**src/design/hcf_pkg.sv**
```systemverilog
// hcf_pkg: shared constants, types and sequencer states of the heading filter
// used by every design file but hcf_ifs through scoped names
`default_nettype none

package hcf_pkg;

    localparam int TURN_UNITS     = 46080;
    localparam int WINDOW_LEN_DEF = 5;
    localparam int ANGLE_W        = 16;
    localparam int ADDR_W         = 3;
    localparam int DATA_W         = 32;
    localparam int MUL_W          = 33;
    localparam int PROD_W         = 2 * MUL_W;

    localparam logic [ANGLE_W-1:0] TURN_LIMIT   = 16'd46080;
    localparam logic [ANGLE_W-1:0] WEIGHT_RESET = 16'd64225;

    // 512 turns, lifts any intermediate angle above zero
    localparam logic [26:0] WRAP_BIAS = 27'd23592960;

    // floor(t / 45) = (t * RECIP45) >> 22 exact for t below 2^16
    localparam logic [MUL_W-1:0] RECIP45  = 33'd93207;
    // floor(2^38 / 125), estimate low by at most one
    localparam logic [MUL_W-1:0] RECIP125 = 33'd2199023255;

    localparam logic [35:0] MS_HALF = 36'd500;
    localparam logic [31:0] MS_DIV8 = 32'd125;

    localparam logic REG_OFFSET = 1'b0;
    localparam logic REG_WEIGHT = 1'b1;

    typedef struct packed {
        logic [ANGLE_W-1:0] angle_offset;
        logic [ANGLE_W-1:0] gyro_weight;
    } hcf_cfg_t;

    typedef struct packed {
        logic               en;
        logic [ANGLE_W-1:0] data;
    } hcf_win_wr_t;

    typedef enum logic [3:0] {
        ST_IDLE,
        ST_ABS_MUL,
        ST_ABS_FIX,
        ST_RATE_MUL,
        ST_DIV_PREP,
        ST_DIV_MUL,
        ST_DIV_FIX,
        ST_GYRO_SUM,
        ST_GYRO_MUL,
        ST_GYRO_FIX,
        ST_BLEND_MUL,
        ST_BLEND_FIX,
        ST_STORE,
        ST_MEAN_MUL,
        ST_MEAN_FIX
    } hcf_state_t;

endpackage

`default_nettype wire

```
**src/design/hcf_mul.sv**
```systemverilog
// hcf_mul: shared signed multiplier with registered product
// depends on hcf_pkg
`default_nettype none

module hcf_mul (
    input  logic                                clk,
    input  logic signed [hcf_pkg::MUL_W-1:0]    op_a,
    input  logic signed [hcf_pkg::MUL_W-1:0]    op_b,
    output logic signed [hcf_pkg::PROD_W-1:0]   product
);

    logic signed [hcf_pkg::PROD_W-1:0] product_reg;

    always_ff @(posedge clk)
    begin
        product_reg <= op_a * op_b;
    end

    assign product = product_reg;

endmodule

`default_nettype wire

```
**config.mk**
```make
export PLATFORM = sky130hd
export DESIGN_NAME = hcf_mul
export DESIGN_NICKNAME = d
export VERILOG_FILES = /design/src/design/hcf_pkg.sv /design/src/design/hcf_mul.sv
export SDC_FILE = /design/constraint.sdc
export NUM_CORES = 2
export LEC_CHECK = 0
export BUFFER_PORTS_ARGS = -buffer_cell sky130_fd_sc_hd__buf_2
export CORE_AREA = 10 10 348 316
export DETAILED_ROUTE_END_ITERATION = 10
export DIE_AREA = 0 0 358 326
export GPL_TIMING_DRIVEN = 0
export PLACE_DENSITY_LB_ADDON = 0.3
export RECOVER_POWER = 100
export SETUP_SLACK_MARGIN = 0.05
export SYNTH_ARGS = -nofsm -noshare
export SYNTH_HDL_FRONTEND = slang
export SYNTH_SLANG_ARGS = --single-unit
```
**constraint.sdc**
```tcl
create_clock -name clk -period 19.85 [get_ports clk]
set_clock_uncertainty 0.1 [all_clocks]
set_input_delay 0.9925 -clock clk [delete_from_list [all_inputs] [get_ports clk]]
set_output_delay 0.9925 -clock clk [all_outputs]
set_load 0.01 [all_outputs]
```
==> Yosys cells after proc, flatten, opt, wreduce, memory -nomap -nowiden <==
Cells that the tools add are included.
{ "word_totals": {"register_bits": 66, "output_inout_bits": 66} }
{ "classes": {"multipliers": 1} }
{ "op_table": {"columns": ["operator", "count"], "rows": [
  ["$mul 33x33->66", 1]
]} }

==> Logic depth before layout (Yosys ltp) <==
{ "logic_depth": {"ltp_word": 1, "ltp_mapped": 27} }

==> Worst setup path after synthesis <==
Ideal clock, no wire load.
{ "synth_timing": {"kind": "in2reg", "start": "in op_a[32] (netlist bit)", "end": "reg product_reg (netlist bit product[62])", "arrival_ps": 8150, "path_buffers": 2, "setup_ps": 79, "path_slack_ps": 11521, "path_stages": 23, "cell_sequence": "clkbuf_1 > nand2_1 > inv_1 > fa_1 > fa_1 > fa_1 > fa_1 > fa_1 > fa_1 > fa_1 > inv_1 > fa_1 > inv_1 > ha_1 > clkbuf_1 > and3_1 > nand3_1 > nand2b_1 > a2111oi_4 > a211oi_4 > a21o_2 > a21o_1 > a211oi_2"} }
{ "synth_between": {"elab_chain_len": 1} }
{ "synth_lines": {"columns": ["item", "line_no", "source"], "rows": [
  ["start, declared", "hcf_mul.sv:7", "input logic signed [hcf_pkg::MUL_W-1:0] op_a,"],
  ["$mul 33x33->66", "hcf_mul.sv:16", "product_reg <= op_a * op_b;"],
  ["end signal, assigned", "hcf_mul.sv:16", null],
  ["end, declared", "hcf_mul.sv:12", "logic signed [hcf_pkg::PROD_W-1:0] product_reg;"]
]} }
No other way between the ends.

==> Worst setup path after layout <==
{ "layout_timing": {"start": "in op_a[32] (netlist bit)", "end": "reg product_reg (netlist bit product[58])"} }
The elaborated chain is that of the path after synthesis.

==> summary.txt <==
Outcome
  • Status: complete, but fails checks
  • Failing checks: max-capacitance violations, max-slew violations

Cells and area
  • Most common cell after layout, fill and taps aside: fa_1
  • Layout area overhead: 6.04%
  • Number of fill cells: 10,400
  • Area of the multi-input gates: 0.0342 sq mm
  • Layout Nets: 5,910
  • Layout cells sized above 1: 2.41%
  • Non-Filler Instances: 5,867
  • Register Area: 0.00132 sq mm
  • Most frequent cells in the layout: 1,145 x fa_1, 1,131 x inv_1, 561 x and2_1
  • Max FFs per register: 66
  • Final instance area: 0.0432 sq mm

STA
  • Slew @ Worst Pin: 2190 ps
  • Final setup viols: 0
  • Maximum clock rate: 88.7 MHz
  • Tmin final: 11,270 ps
  • Period Utilization, post-route: 56.8%
  • Relative slew slack: -48.1%
  • Slew Viols, Final: 9
  • RSZ-0062 raised after global routing: no
  • Fin. Hold Viols: 0
  • Final TNS setup: 0 ps

Global routing
  • Vias in the first global route: 31,900
  • Total congestion overflow: 0
  • Initial antenna violation count: 24
  • Global-route wire length before repair: 215 mm
  • GRT Util Overall: 25.1%
  • Largest net degree at the start of global routing: 27

Worst setup path
  • Crit path max-delay cell type: fa_1
  • WP depth: 24
  • Worst Path Arrival: 11,450 ps
  • Crit end category: flip-flop
  • Top cell by count, worst path: fa_1
  • Critical Path End: product[58]
  • Largest delay share family, worst path: adder cells
  • Required @ worst endpoint: 20,030 ps
  • Worst-path maximum fanout: 17
  • Worst setup path startpoint: op_a[32]
  • Crit-path cells: clkbuf_1, clkbuf_1, nand2_1, inv_1, fa_1, fa_1, fa_1, fa_1, fa_1, fa_1, fa_1, inv_1, fa_1, inv_1, ha_1, clkbuf_1, and3_1, nand3_1, nand2b_1, nor2_1, a211oi_1, a21oi_1, nor4b_1, a311oi_1
  • Worst Setup Start Kind: primary input
  • Max incr delay on CP: 1280 ps
  • Critical path class: in -> reg
  • Buffers & Inverters on Critical Path: 6

Yosys
  • Post-synth cell types: 80
  • Post-synth EDFFs: 0
  • Async set-reset flop share out of synthesis: 0%
  • Average size of a mapped cell: 9.39 sq um
  • Top_reg_cell synth: dfxtp_1
  • Number of synthesized register bits: 66
  • Synthesized net count: 5,767
  • Post-Synthesis Cells: 4,338
  • Synth Cell Area: 0.0407 sq mm
  • Register area share after synthesis: 3.24%
  • Yosys warns: 0

Clocking
  • CTS Buf Count: 9
  • Clock sink count: 66
  • Hold buffer count at cts: 0
  • CTS tree: done
  • Htree depth: 3
  • Post-CTS setup buffers: 0
  • CTS root buffer: clkbuf_16
  • PostCTS Resize Cnt: 0
  • Clock buffer depth: 2
  • Clk slew on worst S/H paths: 70 ps

Placed design
  • Port Buffers: 132
  • Placed cells: 5,838
  • Placed cell areas: 0.0431 sq mm
  • DPL Wire Length: 127 mm
  • Gpl congestion: 1.01

Route
  • Drt wl/cell: 24.4 um
  • DRC Markers: 0
  • Initial DRT Pass Iterations: 5
  • DR vias: 30,300
  • Antenna viol nets, final: 0
  • Drt total wl: 143 mm
  • Starting DRT DRC Count: 2,655
  • Drt via density: 5.17

Floorplanning
  • Initial core utilization: 39.6%
  • Die Y: 326 um
  • Die area: 0.117 sq mm
  • Core footprint: 0.103 sq mm
  • Rows: 112
  • Die extent in x: 358 um
  • Num ports: 133

Job
  • Max-cap violations: 2

Worst hold path
  • Hold/Removal Path Class: in -> reg
-- per-layer routing --
layer / GRT usage (%) / part of all wire (%) / up-vias
met2: 38.1 / 44 / 1465
met4: 9.04 / 4.6 / 24
li1: - / - / 12700
met1: 34.4 / 40 / 15900
met3: 6.53 / 11 / 328
met5: 0 / 0.10 / -
-- through the flow --
step	worst slack, ps	hold slack, ps	utilization, %
after floorplan	11520	1020	-
after global placement	9020	1290	41.9
after detailed placement	9020	1290	41.9
after CTS	9420	925	42.2
after global routing	7950	1050	42.0
final	8580	1020	42.0
-- worst min path at each step --
stage | start | slack, ps | end | cells after the start
CTS | op_a[0] | 920 | product[0] | 2
floorplan | op_a[0] | 1020 | product[0] | 1
global placement | product[2] | 1290 | product[2] | 1
finish | op_a[1] | 1020 | product[1] | 3
global route | op_a[1] | 1050 | product[1] | 3
detailed placement | product[55] | 1290 | product[55] | 1
-- cells in the mapped netlist, types with 3 or more instances --
cell type  instances  area share, %
fa_1            1145             56
inv_1           1131             10
and2_1           562            8.6
nand2_1          551            5.1
ha_1             217            6.7
clkbuf_1         208            1.9
nor2_1            68           0.63
dfxtp_1           66            3.2
a21oi_1           57           0.70
xnor2_1           43           0.92
a21o_1            36           0.66
nand3_1           25           0.31
o21ai_0           25           0.31
xor2_1            25           0.54
nand2b_1          12           0.18
buf_2             11           0.14
nand4_1           11           0.17
o21bai_1          11           0.20
a31oi_1            8           0.12
a211oi_1           7           0.13
nor3_1             7          0.086
a211o_1            6           0.13
o21a_1             6           0.11
o21ai_1            6          0.074
and3_1             5          0.077
and4_1             5           0.11
nor2b_1            5          0.077
o211ai_1           4          0.074
a211oi_2           3          0.092
a21oi_2            3          0.065
o31ai_4            3           0.16
or2_2              3          0.046
or3_1              3          0.046
-- area by class of cell --
cell class	count	area share, %
sequential	66	3.06
timing repair buffer	132	1.33
clock buffer	12	0.617
inverter	1131	9.83
buffer	221	1.97
tap	1368	3.96
clock inverter	4	0.0579
antenna	13	0.0753
multi-input combinational	2920	79.1
-- tightest hold or removal path: stages --
cell and delay, ps:
buf_2 230, and2_1 170, ha_1 110
-- cell families after synthesis --
logic type                 after synthesis  share of synthesized area [%]
buffers and inverters                 1352                           12.5
xor gates and xnor gates                68                           1.46
DFF                                     66                           3.24
adders and majority gates             1362                           62.9
AOI/OAI and AO/OA                      219                           4.07
and+or+nand+nor                       1271                           15.8
Power is not shown: default switching activity piles up to over one toggle a cycle in this logic, so the estimate is an artifact.
