**src/design/hcf_pkg.sv**
```systemverilog
// hcf_pkg: shared constants, types and sequencer states of the heading filter
// used by every design file but hcf_ifs through scoped names
`default_nettype none

package hcf_pkg;

    localparam int TURN_UNITS     = 46080;
    localparam int WINDOW_LEN_DEF = 5;
    localparam int ANGLE_W        = 16;
    localparam int ADDR_W         = 3;
    localparam int DATA_W         = 32;
    localparam int MUL_W          = 33;
    localparam int PROD_W         = 2 * MUL_W;

    localparam logic [ANGLE_W-1:0] TURN_LIMIT   = 16'd46080;
    localparam logic [ANGLE_W-1:0] WEIGHT_RESET = 16'd64225;

    // 512 turns, lifts any intermediate angle above zero
    localparam logic [26:0] WRAP_BIAS = 27'd23592960;

    // floor(t / 45) = (t * RECIP45) >> 22 exact for t below 2^16
    localparam logic [MUL_W-1:0] RECIP45  = 33'd93207;
    // floor(2^38 / 125), estimate low by at most one
    localparam logic [MUL_W-1:0] RECIP125 = 33'd2199023255;

    localparam logic [35:0] MS_HALF = 36'd500;
    localparam logic [31:0] MS_DIV8 = 32'd125;

    localparam logic REG_OFFSET = 1'b0;
    localparam logic REG_WEIGHT = 1'b1;

    typedef struct packed {
        logic [ANGLE_W-1:0] angle_offset;
        logic [ANGLE_W-1:0] gyro_weight;
    } hcf_cfg_t;

    typedef struct packed {
        logic               en;
        logic [ANGLE_W-1:0] data;
    } hcf_win_wr_t;

    typedef enum logic [3:0] {
        ST_IDLE,
        ST_ABS_MUL,
        ST_ABS_FIX,
        ST_RATE_MUL,
        ST_DIV_PREP,
        ST_DIV_MUL,
        ST_DIV_FIX,
        ST_GYRO_SUM,
        ST_GYRO_MUL,
        ST_GYRO_FIX,
        ST_BLEND_MUL,
        ST_BLEND_FIX,
        ST_STORE,
        ST_MEAN_MUL,
        ST_MEAN_FIX
    } hcf_state_t;

endpackage

`default_nettype wire

```
**src/design/hcf_regs.sv**
```systemverilog
// hcf_regs: apb configuration registers (offset, gyro weight)
// depends on hcf_pkg
`default_nettype none

module hcf_regs (
    input  logic                           clk,
    input  logic                           rst_n,
    input  logic                           psel,
    input  logic                           penable,
    input  logic                           pwrite,
    input  logic [hcf_pkg::ADDR_W-1:0]     paddr,
    input  logic [hcf_pkg::DATA_W-1:0]     pwdata,
    output logic [hcf_pkg::DATA_W-1:0]     prdata,
    output logic                           pready,
    output hcf_pkg::hcf_cfg_t              cfg
);

    hcf_pkg::hcf_cfg_t cfg_reg;
    hcf_pkg::hcf_cfg_t cfg_next;
    logic              reg_sel;

    assign reg_sel = paddr[2];
    assign pready  = 1'b1;

    always_comb
    begin
        cfg_next = cfg_reg;
        if (psel && penable && pwrite)
        begin
            unique case (reg_sel)
                hcf_pkg::REG_OFFSET: cfg_next.angle_offset = pwdata[15:0];
                hcf_pkg::REG_WEIGHT: cfg_next.gyro_weight  = pwdata[15:0];
                default:             cfg_next = cfg_reg;
            endcase
        end
    end

    always_ff @(posedge clk or negedge rst_n)
    begin
        if (!rst_n)
        begin
            cfg_reg.angle_offset <= '0;
            cfg_reg.gyro_weight  <= hcf_pkg::WEIGHT_RESET;
        end
        else
        begin
            cfg_reg <= cfg_next;
        end
    end

    always_comb
    begin
        unique case (reg_sel)
            hcf_pkg::REG_OFFSET: prdata = {16'd0, cfg_reg.angle_offset};
            hcf_pkg::REG_WEIGHT: prdata = {16'd0, cfg_reg.gyro_weight};
            default:             prdata = '0;
        endcase
    end

    assign cfg = cfg_reg;

endmodule

`default_nettype wire

```
**config.mk**
```make
export PLATFORM = sky130hd
export DESIGN_NAME = hcf_regs
export DESIGN_NICKNAME = d
export VERILOG_FILES = /design/src/design/hcf_pkg.sv /design/src/design/hcf_regs.sv
export SDC_FILE = /design/constraint.sdc
export NUM_CORES = 1
export LEC_CHECK = 0
export ABC_AREA = 0
export BUFFER_PORTS_ARGS = -buffer_cell sky130_fd_sc_hd__buf_4
export CAP_MARGIN = 20
export CORE_ASPECT_RATIO = 0.7
export CORE_MARGIN = 2
export CORE_UTILIZATION = 42
export CTS_CLUSTER_SIZE = 10
export DETAILED_ROUTE_END_ITERATION = 6
export GPL_TIMING_DRIVEN = 0
export PLACE_DENSITY_LB_ADDON = 0.08
export SYNTH_ARGS = -nofsm -noshare
export SYNTH_HDL_FRONTEND = slang
export SYNTH_SLANG_ARGS = --single-unit
export TNS_END_PERCENT = 1
```
**constraint.sdc**
```tcl
create_clock -name clk -period 2.3 [get_ports clk]
set_input_delay 0.69 -clock clk [delete_from_list [all_inputs] [get_ports clk]]
set_output_delay 0.69 -clock clk [all_outputs]
set_load 0.03 [all_outputs]
```
* Yosys cells after proc, flatten, opt, wreduce, memory -nomap -nowiden *
Index checks and enable logic that the tools add are counted.

word-level totals
  register bits after elaboration = 32
  input bits = 40
  word-level logic and storage cells = 8
  output and inout port bits = 65

operators by class
  mux-type cells = 1
  bitwise logic cells = 1
  reductions and logical operators = 4

operator list
  cell                              count
  case mux 32 bit (2 select lines)  1
  AND reduction 2 bit               2
  logical AND 1 bit                 2
  inverter 1 bit                    1

* Longest topological paths before layout *
  depth in word-level cells = 3
  gate-level depth with buffers = 4
  gate-level depth less buffers = 2

* Least setup slack after synthesis *
No wires, ideal clock.

  path kind = input port to output port
  from = input paddr[2] in the netlist's numbering
  to = output prdata[10] in the netlist's numbering
  cell stages on the path = 3
  data required time = 1.610 ns
  path slack = 0.164 ns
  data arrival time = 1.446 ns
  cell sequence = buf_6 > buf_2 > mux2_2

between the ends
  word-level cells in the longest chain between the ends = 2

ends and longest elaborated chain
  element                             RTL line        source
  start, declared                     hcf_regs.sv:11  input logic [hcf_pkg::ADDR_W-1:0] paddr,
  inverter 1 bit                      -
  case mux 32 bit (2 select lines) *  hcf_regs.sv:53  unique case (reg_sel)
  end, declared                       hcf_regs.sv:13  output logic [hcf_pkg::DATA_W-1:0] prdata,

Every way passes the cells marked *; elsewhere a longest branch is shown, timed or not. The select of a mux whose other input is x is not followed.

* Final worst setup path *
  from = input paddr[2] in the netlist's numbering
  to = output prdata[13] in the netlist's numbering

The elaborated chain is that of the path after synthesis.

==> results by group <==
Timing
  • Maximum clock rate: 475 MHz
  • RSZ-0062 raised after global routing: false
  • Final period util: 91.4%
  • Final setup viols: 0
  • Max Slew Vio Count: 0
  • Tmin final: 2.10 ns
  • Final worst slack: 0.197 ns
  • Skew final: 0 ns
  • Final hold viol count: 0

Routing
  • Via count: 1075
  • First drt pass iteration count: 2
  • Wire length per cell: 13.5 um
  • DR vias/cell: 4.39
  • DRC: 0
  • Final Routed Wirelength: 3300 um
  • Initial drt markers: 17
  • Antenna viol nets, final: 0

Floorplan
  • Die height: 55.8 um
  • Initial Util: 44.7%
  • I/O Pins: 105
  • Die W: 78.0 um
  • Core area: 3600 um2
  • Die area: 4350 um2
  • Rows: 18

Worst setup path
  • Crit path arrival time: 1.41 ns
  • Largest fanout on the critical path: 18
  • Worst Setup Start Kind: input port
  • R2r endpoint: cfg[17]
  • Worst Path Required: 1.61 ns
  • FF-to-FF path depth: 1
  • WS Path Type: in -> out
  • Reg2reg start: cfg[17]
  • Reg2reg setup slack: 1.51 ns
  • CP startpoint: paddr[2]
  • CP Capture Type: primary output
  • CP endpoint: prdata[13]

Power
  • Design Power: 2.33 mW
  • Power Dens Cells: 999 nW/um2
  • Leak Pwr: 1.19 nW
  • Max VDD drop: 0.000555 V

Placement
  • RD Place Congestion: 0.646
  • Buffers on Ports: 68
  • Placed cell areas: 2240 um2
  • Post-DP HPWL: 2560 um
  • Pre-CTS WS: -0.0540 ns
  • Dpl cells: 238

Layout
  • Max reg flops: 32
  • Final instance area: 2330 um2
  • Share of post-route cells with drive strength above 1: 79.5%
  • Layout overhead on the synthesized area: 45.0%
  • # nets final: 234
  • Final std cells w/o fill: 245
  • Fin util: 64.8%
  • N_diodes: 0

Min path
  • Hold Path Class: in -> async

Global routing
  • Vias in the first global route: 1116
  • Grt total ovfl: 0
  • First-pass GRT wire length: 5470 um
  • Pin count of the biggest net entering global routing: 33
  • GRT Overall Usage: 16.0%
  • Initial antenna violation count: 0

Synth
  • #FFs+latches synth: 32
  • Sequential fraction of the synthesis area: 50.5%
  • Top-area cell type share of the netlist area: 34.2%
  • Post-synth cell types: 10
  • Leading area contributor after synthesis: dfrtp_1
  • Yosys warns: 0
  • Mapped cell area: 1610 um2
  • Avg Inst Size Synth: 15.3 um2
  • Mapped Cells: 105
  • Synth top area cells: dfrtp_1 34%, mux2_2 27%, dfstp_2 16%

Clocking
  • CTS Buf Count: 5
  • Clock sink count: 32
  • Post-CTS Hold Fix Bufs: 0
  • Resize count post-CTS: 0
  • Later-pin clock latency in the skew report: 0.28 ns
  • Root buffer cell: clkbuf_8
  • Clock Tree Buf Depth: 2
  • TritonCTS clock tree: built
  • H-tree depth: 2
  • Post-CTS Setup Inserts: 0
  • Worst-path clk slew: 0.07 ns

Run
  • # Max-Cap Violations: 0

Outcome
  • Status: finished clean
==> per-layer routing <==
metal	vias to the layer above	share of wire [%]	track usage [%]
li1	512	-	-
met1	509	43	20.5
met2	49	48	25.5
met3	5	8.1	5.19
met4	0	1.2	6.02
met5	-	0	0
==> where the power goes <==
| group | switching [mW] | internal (mW) | total, mW |
|---|---|---|---|
| combinational | 0.598 | 0.454 | 1.05 |
| clock | 0.192 | 0.273 | 0.465 |
| sequential | 0.0980 | 0.717 | 0.815 |
| total | 0.887 | 1.44 | 2.33 |
==> kinds of logic after synthesis <==
family,Yosys count,synth area share (%)
multiplexers,48,35.9
flip-flops,32,50.5
buffers and inverters,21,10.3
AND/OR/NAND/NOR,2,2.80
other,2,0.466
==> critical path, stage by stage <==
cell    delay (ns)
buf_6         0.18
mux2_2        0.36
buf_4         0.17
==> cells in the final DEF, fill, tap and decap left out <==
master | synthesis | layout
buf_4 | 17 | 85
conb_1 | 2 | 17
buf_6 | 3 | 3
nand4_4 | 1 | 1
dfstp_2 | 10 | 10
mux2_2 | 38 | 38
nand4b_4 | 1 | 1
mux2_4 | 10 | 10
dfrtp_1 | 22 | 22
clkbuf_8 | 0 | 7
clkbuf_1 | 0 | 1
==> layout make-up <==
cell class,instances,area (um2)
Multi-Input combinational cell,67,687
Fill cell,285,1270
Tap cell,50,62.6
Buffer,20,161
Clock buffer,8,100
Timing Repair Buffer,68,510
Sequential cell,32,813
==> how the worst min path moves through the flow <==
stage | start | end | slack, ns | cells past startpoint
after floorplan | rst_n | cfg[10] | 0.39 | 0
after global placement | cfg[4] | cfg[4] | 0.51 | 1
after detailed placement | cfg[24] | cfg[24] | 0.52 | 1
after CTS | rst_n | cfg[23] | 0.34 | 1
after global routing | rst_n | cfg[23] | 0.36 | 1
final | rst_n | cfg[23] | 0.33 | 1
==> synth_stat cells, drive strengths merged <==
master and n:
conb 2, dfstp 10, mux2 48, buf 21
dfrtp 22, nand4b 1, nand4 1
==> per-stage QoR <==
step | hold slack (ns) | setup TNS, ns
finish | 0.333 | 0
global route | 0.355 | 0
CTS | 0.344 | 0
detailed placement | 0.518 | -0.457
global placement | 0.511 | -0.318
floorplan | 0.394 | 0
Power figures use the tool's default switching activity.
