[config.mk]
export PLATFORM = sky130hd
export DESIGN_NAME = hcf_window
export DESIGN_NICKNAME = d
export VERILOG_FILES = /design/src/design/hcf_pkg.sv /design/src/design/hcf_window.sv
export SDC_FILE = /design/constraint.sdc
export NUM_CORES = 1
export LEC_CHECK = 0
export BUFFER_PORTS_ARGS = -buffer_cell sky130_fd_sc_hd__clkbuf_2
export CAP_MARGIN = 20
export CORE_MARGIN = 2
export CORE_UTILIZATION = 30
export CTS_BUF_LIST = sky130_fd_sc_hd__clkbuf_4 sky130_fd_sc_hd__clkbuf_8
export CTS_CLUSTER_DIAMETER = 80
export DETAILED_ROUTE_END_ITERATION = 7
export PLACE_DENSITY = 0.47
export SKIP_LAST_GASP = 1
export SLEW_MARGIN = 20
export SYNTH_ARGS = -nofsm -noshare
export SYNTH_HDL_FRONTEND = slang
export SYNTH_SLANG_ARGS = --single-unit
[constraint.sdc]
create_clock -name clk -period 4.4 [get_ports clk]
set_input_delay 0.66 -clock clk [delete_from_list [all_inputs] [get_ports clk]]
set_output_delay 0.66 -clock clk [all_outputs]
set_load 0.02 [all_outputs]
[src/design/hcf_pkg.sv]
// hcf_pkg: shared constants, types and sequencer states of the heading filter
// used by every design file but hcf_ifs through scoped names
`default_nettype none

package hcf_pkg;

    localparam int TURN_UNITS     = 46080;
    localparam int WINDOW_LEN_DEF = 5;
    localparam int ANGLE_W        = 16;
    localparam int ADDR_W         = 3;
    localparam int DATA_W         = 32;
    localparam int MUL_W          = 33;
    localparam int PROD_W         = 2 * MUL_W;

    localparam logic [ANGLE_W-1:0] TURN_LIMIT   = 16'd46080;
    localparam logic [ANGLE_W-1:0] WEIGHT_RESET = 16'd64225;

    // 512 turns, lifts any intermediate angle above zero
    localparam logic [26:0] WRAP_BIAS = 27'd23592960;

    // floor(t / 45) = (t * RECIP45) >> 22 exact for t below 2^16
    localparam logic [MUL_W-1:0] RECIP45  = 33'd93207;
    // floor(2^38 / 125), estimate low by at most one
    localparam logic [MUL_W-1:0] RECIP125 = 33'd2199023255;

    localparam logic [35:0] MS_HALF = 36'd500;
    localparam logic [31:0] MS_DIV8 = 32'd125;

    localparam logic REG_OFFSET = 1'b0;
    localparam logic REG_WEIGHT = 1'b1;

    typedef struct packed {
        logic [ANGLE_W-1:0] angle_offset;
        logic [ANGLE_W-1:0] gyro_weight;
    } hcf_cfg_t;

    typedef struct packed {
        logic               en;
        logic [ANGLE_W-1:0] data;
    } hcf_win_wr_t;

    typedef enum logic [3:0] {
        ST_IDLE,
        ST_ABS_MUL,
        ST_ABS_FIX,
        ST_RATE_MUL,
        ST_DIV_PREP,
        ST_DIV_MUL,
        ST_DIV_FIX,
        ST_GYRO_SUM,
        ST_GYRO_MUL,
        ST_GYRO_FIX,
        ST_BLEND_MUL,
        ST_BLEND_FIX,
        ST_STORE,
        ST_MEAN_MUL,
        ST_MEAN_FIX
    } hcf_state_t;

endpackage

`default_nettype wire

[src/design/hcf_window.sv]
// hcf_window: ring of blended headings with a running sum of its entries
// depends on hcf_pkg
`default_nettype none

module hcf_window #(
    parameter int WINDOW_LEN = hcf_pkg::WINDOW_LEN_DEF
) (
    input  logic                                                    clk,
    input  logic                                                    rst_n,
    input  hcf_pkg::hcf_win_wr_t                                    wr,
    output logic [$clog2(WINDOW_LEN*(hcf_pkg::TURN_UNITS-1)+1)-1:0] sum
);

    localparam int SUM_W = $clog2(WINDOW_LEN * (hcf_pkg::TURN_UNITS - 1) + 1);
    localparam int PTR_W = (WINDOW_LEN > 1) ? $clog2(WINDOW_LEN) : 1;

    logic [hcf_pkg::ANGLE_W-1:0] win_reg [WINDOW_LEN];
    logic [PTR_W-1:0]            pos_reg;
    logic [PTR_W-1:0]            pos_next;
    logic [SUM_W-1:0]            sum_reg;
    logic [SUM_W-1:0]            sum_next;

    always_comb
    begin
        sum_next = sum_reg - SUM_W'(win_reg[pos_reg]) + SUM_W'(wr.data);
        if (pos_reg == PTR_W'(WINDOW_LEN - 1))
            pos_next = '0;
        else
            pos_next = pos_reg + PTR_W'(1);
    end

    always_ff @(posedge clk or negedge rst_n)
    begin
        if (!rst_n)
        begin
            for (int i = 0; i < WINDOW_LEN; i++)
                win_reg[i] <= '0;
            pos_reg <= '0;
            sum_reg <= '0;
        end
        else if (wr.en)
        begin
            win_reg[pos_reg] <= wr.data;
            pos_reg          <= pos_next;
            sum_reg          <= sum_next;
        end
    end

    assign sum = sum_reg;

endmodule

`default_nettype wire
After elaboration in Yosys (flattened, before gate mapping)
Index checks and enable logic that the tools add are counted.
{ "totals": {"regBits": 101, "inputBits": 19, "out_inout_bits": 18, "wordCells": 22} }
{ "op_classes": {"mux": 7, "addsub": 3, "bitwise": 1, "n_eq_ne": 1, "n_lt_le_gt_ge": 2, "reduce_logical": 1} }
{ "op_table": {"columns": ["op", "count"], "rows": [
  ["80-bit bitwise mux", 1],
  ["16-bit binary-select mux with 3-bit select", 1],
  ["16-bit demux with 3-bit select", 1],
  ["16-bit 2-to-1 mux", 3],
  ["18-bit by 16-bit adder with 18-bit output", 1],
  ["18-bit by 16-bit subtractor with 18-bit output", 1],
  ["4-bit >= comparator (second input constant)", 1],
  ["4-bit by 1-bit less-than comparator with 1-bit output (second input constant)", 1],
  ["3-bit inverter with 4-bit output", 1],
  ["3-bit by 1-bit adder with 3-bit output (second input constant)", 1],
  ["3-bit equality test (second input constant)", 1],
  ["3-bit 2-to-1 mux", 1],
  ["1-bit logical AND", 1]
]} }

Logic depth before layout (Yosys ltp)
{ "logic_depth": {"depth_word": 6, "ltp_mapped": 17, "mapped_depth_nobuf": 15} }

Worst setup path after synthesis
OpenSTA, ideal clock, no wires.
{ "synth_timing": {"kind": "flip-flop to flip-flop", "start": "register pos_reg[0]", "end": "register sum_reg[17] (netlist: sum[17])", "synth_period_minus_slack_ps": 3554, "path_slack_ps": 846, "t_arrival_ps": 3426, "setup_time_ps": 128, "t_required_ps": 4272, "stages_incl_launch_ff": 15, "path_buffers": 2, "cell_sequence": "dfrtp_1 -> buf_4 -> buf_2 -> mux4_2 -> inv_1 -> o21ai_0 -> fa_1 -> inv_1 -> ha_1 -> a211oi_1 -> nor2_1 -> or4_1 -> mux2i_1 -> nor3_1 -> xnor2_1"} }
{ "synth_via": {"elab_chain_len": 6} }
{ "synth_lines": {"columns": ["element", "line", "rtl"], "rows": [
  ["start: declaration", "hcf_window.sv:18", "logic [PTR_W-1:0] pos_reg;"],
  ["start signal: assignment", "hcf_window.sv:44", "pos_reg <= pos_next;"],
  ["3-bit inverter with 4-bit output (not written as such)", "hcf_window.sv:25", "sum_next = sum_reg - SUM_W'(win_reg[pos_reg]) + SUM_W'(wr.data);"],
  ["16-bit binary-select mux with 3-bit select", "hcf_window.sv:25", null],
  ["16-bit 2-to-1 mux (not written as such) (2 in a row)", "hcf_window.sv:25", null],
  ["18-bit by 16-bit subtractor with 18-bit output", "hcf_window.sv:25", null],
  ["18-bit by 16-bit adder with 18-bit output", "hcf_window.sv:25", null],
  ["end signal: assignment", "hcf_window.sv:45", "sum_reg <= sum_next;"],
  ["end: declaration", "hcf_window.sv:20", "logic [SUM_W-1:0] sum_reg;"]
]} }
No other way between the ends. The select of a mux whose other input is x is not followed.
A chain may end at the register's enable or synchronous reset.

Worst setup path after layout
{ "layout_timing": {"start": "register pos_reg[2]", "end": "register sum_reg[10] (netlist: sum[10])"} }
The elaborated chain is that of the path after synthesis.

==> summary.txt <==
Placed design
  – Routability cong.: 0.826
  – IO buf count: 36
  – Setup WS pre-CTS: 689 ps
  – Placed Area: 0.00637 mm^2
  – Post-DP HPWL: 10.5 mm

Routing
  – Met1 WL: 6.78 mm
  – Antenna viol nets, final: 0
  – DR top layer: met4
  – Number of DRC markers in iteration 0: 216
  – WL final: 14.2 mm
  – Via density per instance: 4.75
  – Vias post-DR: 4,062
  – Drc violations: 0
  – Avg WL per Cell: 16.6 um
  – WL met3: 381 um
  – Drt pass-1 iters: 4
  – Routed wl met2: 6.82 mm

Timing
  – Slew Limit Fails: 0
  – Final setup violation count: 0
  – Period utilisation layout: 84.6%
  – Worst-Margin Slew: 919 ps
  – Fmax: 269 MHz
  – Final WS setup: 677 ps
  – Crit path time final: 3720 ps
  – Final Skew: 13.1 ps
  – Fin Setup TNS: 0 ps
  – Final Hold Viols: 0
  – Slew headroom: 38.7%
  – Unrepaired setup endpoints after global routing: no

Logic synthesis
  – Syn Nets: 601
  – Mapped cell area: 0.00586 mm^2
  – Ys flop type: dfrtp_1
  – Seq/Total Area, Yosys: 43.2%
  – Post-synth EDFFs: 0
  – FF+latch count, synth: 101
  – Cells after synthesis: 546
  – Post-synth cell types: 49
  – Post-synth ARST share: 100%
  – Yosys warns: 0
  – Synth Area per Inst: 10.7 um^2

Finish
  – Max FFs per register: 80
  – Layout cells sized above 1: 25.8%
  – Total Nets Final: 640
  – Sequential cell area: 0.00253 mm^2
  – Multi-input gate area: 0.00289 mm^2
  – Area delta synth->final: 12.1%
  – Design area: 0.00656 mm^2
  – Fill count: 1,965
  – Diode count: 0

Die
  – Die height: 144 um
  – Die X: 144 um
  – Number of I/O pins: 37
  – Starting Density: 30.3%
  – Die ar.: 0.0207 mm^2
  – Row Count: 51
  – Area of the core: 0.0193 mm^2

Run status
  – Status: finished clean

Setup path
  – CP most frequent cell: a21oi_1
  – CP bufs+invs: 0
  – Worst Setup End Kind: register
  – Slowest-stage cell, CP: fa_1
  – CP required: 4720 ps
  – Delay-heaviest family, CP: simple AND/OR/NAND/NOR gates
  – Critical path peak fanout: 8
  – Worst path arrival time: 4040 ps
  – Critical path class: reg2reg
  – Critical Path, Cell by Cell: nor2b_1 > a21oi_1 > o22ai_1 > fa_1 > fa_1 > nor2b_1 > o31ai_2 > a21oi_1 > a21oi_1 > or4_1 > nand4_1
  – Critical path launch point type: register
  – CP peak stage delay: 540 ps

CTS
  – Maximum clock insertion buffer count: 2
  – CTS tree: yes
  – H-Tree Depth: 3
  – Cts repair resizes: 0
  – Clock Sink Count: 101
  – Total CTS buffers: 9
  – Insertion delay to the later sink of the worst-skew pair: 380 ps
  – Setup Fix Bufs, Post-CTS: 0
  – Clock slew at the register clock pins of the worst setup and hold paths: 110 ps
  – # hold bufs at CTS: 0
  – Clock root cell: clkbuf_8

Global routing
  – Global-route wire length before repair: 22.8 mm
  – Grt ovf: 0
  – Vias in the first global route: 4,220
  – Initial antenna violation count: 0
  – All-Layer GR Usage: 14.4%
  – Largest net degree at the start of global routing: 80

Worst hold path
  – Worst hold path class: in2async

Job
  – Number of max-cap violations: 0
synth_stat cells, types with 8 or more instances:
master | number | area (um^2)
nand2_1 | 41 | 154
o21ai_0 | 46 | 230
mux2_2 | 65 | 732
ha_1 | 20 | 250
nor2_1 | 20 | 75.1
clkbuf_1 | 10 | 37.5
dfrtp_1 | 101 | 2530
o22ai_1 | 10 | 62.6
inv_1 | 79 | 297
fa_1 | 16 | 320
mux2i_1 | 21 | 210
a21oi_1 | 26 | 130
nand3_1 | 9 | 45.0
mux4_2 | 8 | 180
worst reg2reg max path, stage by stage (launching register included):
cell and delay (ps):
dfrtp_1 510, nor2b_1 340, a21oi_1 130, o22ai_1 340, fa_1 540, fa_1 480
nor2b_1 220, o31ai_2 130, a21oi_1 270, a21oi_1 140, or4_1 420, nand4_1 150
cell families after synthesis:
group	count (synthesis)	share of synthesized area, %
buffers and inverters	104	7.48
AOI/OAI and AO/OA	102	10.0
DFF	101	43.2
and+or+nand+nor	96	8.42
muxes	95	19.4
adders and majority gates	36	9.74
xor gates and xnor gates	12	1.79
layout make-up:
| type | instances | area share [%] |
|---|---|---|
| Multi-Input combinational cell | 341 | 44.1 |
| Sequential cell | 101 | 38.5 |
| Tap cell | 265 | 5.05 |
| Timing Repair Buffer | 52 | 4.86 |
| Inverter | 80 | 4.58 |
| Clock buffer | 10 | 2.10 |
| Clock inverter | 6 | 0.820 |
through the flow:
step,hold slack [ps],utilization (%),cells
CTS,479,33.9,855
global placement,464,32.9,839
global route,355,33.9,855
finish,293,33.9,855
floorplan,364,-,546
detailed placement,469,32.9,839
metal layers:
metal / vias up / GRT usage [%]
met5: - / 0
met4: 0 / 4.59
met3: 14 / 1.80
met2: 55 / 24.0
met1: 2057 / 19.7
li1: 1936 / -
cell usage in the layout (no fill, tap or decap), types with 2 or more instances in the layout:
| cell type | Yosys | final |
|---|---|---|
| xnor2_1 | 7 | 7 |
| mux2_2 | 65 | 65 |
| nor3_1 | 3 | 3 |
| inv_1 | 79 | 79 |
| mux4_2 | 8 | 8 |
| nand4_1 | 2 | 2 |
| clkbuf_8 | 0 | 10 |
| or4_1 | 3 | 3 |
| and3_1 | 3 | 3 |
| nand2b_1 | 2 | 2 |
| mux2i_1 | 21 | 21 |
| nor2_1 | 20 | 20 |
| clkbuf_2 | 0 | 35 |
| nand2_1 | 41 | 41 |
| o22ai_1 | 10 | 10 |
| buf_4 | 5 | 15 |
| nand3_1 | 9 | 9 |
| dfrtp_1 | 101 | 100 |
| fa_1 | 16 | 16 |
| a21oi_1 | 26 | 26 |
| a31oi_1 | 2 | 2 |
| o2111ai_1 | 2 | 2 |
| xor2_1 | 5 | 5 |
| inv_8 | 0 | 2 |
| ha_1 | 20 | 20 |
| o211ai_1 | 3 | 3 |
| nor2b_1 | 3 | 3 |
| nor4_4 | 3 | 3 |
| o21a_1 | 2 | 2 |
| o21ai_0 | 46 | 46 |
| clkinv_4 | 0 | 3 |
| a211oi_1 | 3 | 3 |
worst paths after layout:
check / from / to / slack, ps / cells past startpoint
max: pos_reg[2] / sum[10] / 680 / 11
min: rst_n / sum[10] / 290 / 1
max reg2reg: pos_reg[2] / sum[10] / 680 / 11
min reg2reg: sum[17] / sum[17] / 480 / 1
max in group asynchronous: rst_n / pos_reg[0] / 3240 / 2
min in group clk: sum[17] / sum[17] / 480 / 1
Power is not shown: default switching activity piles up to over one toggle a cycle in this logic, so the estimate is an artifact.
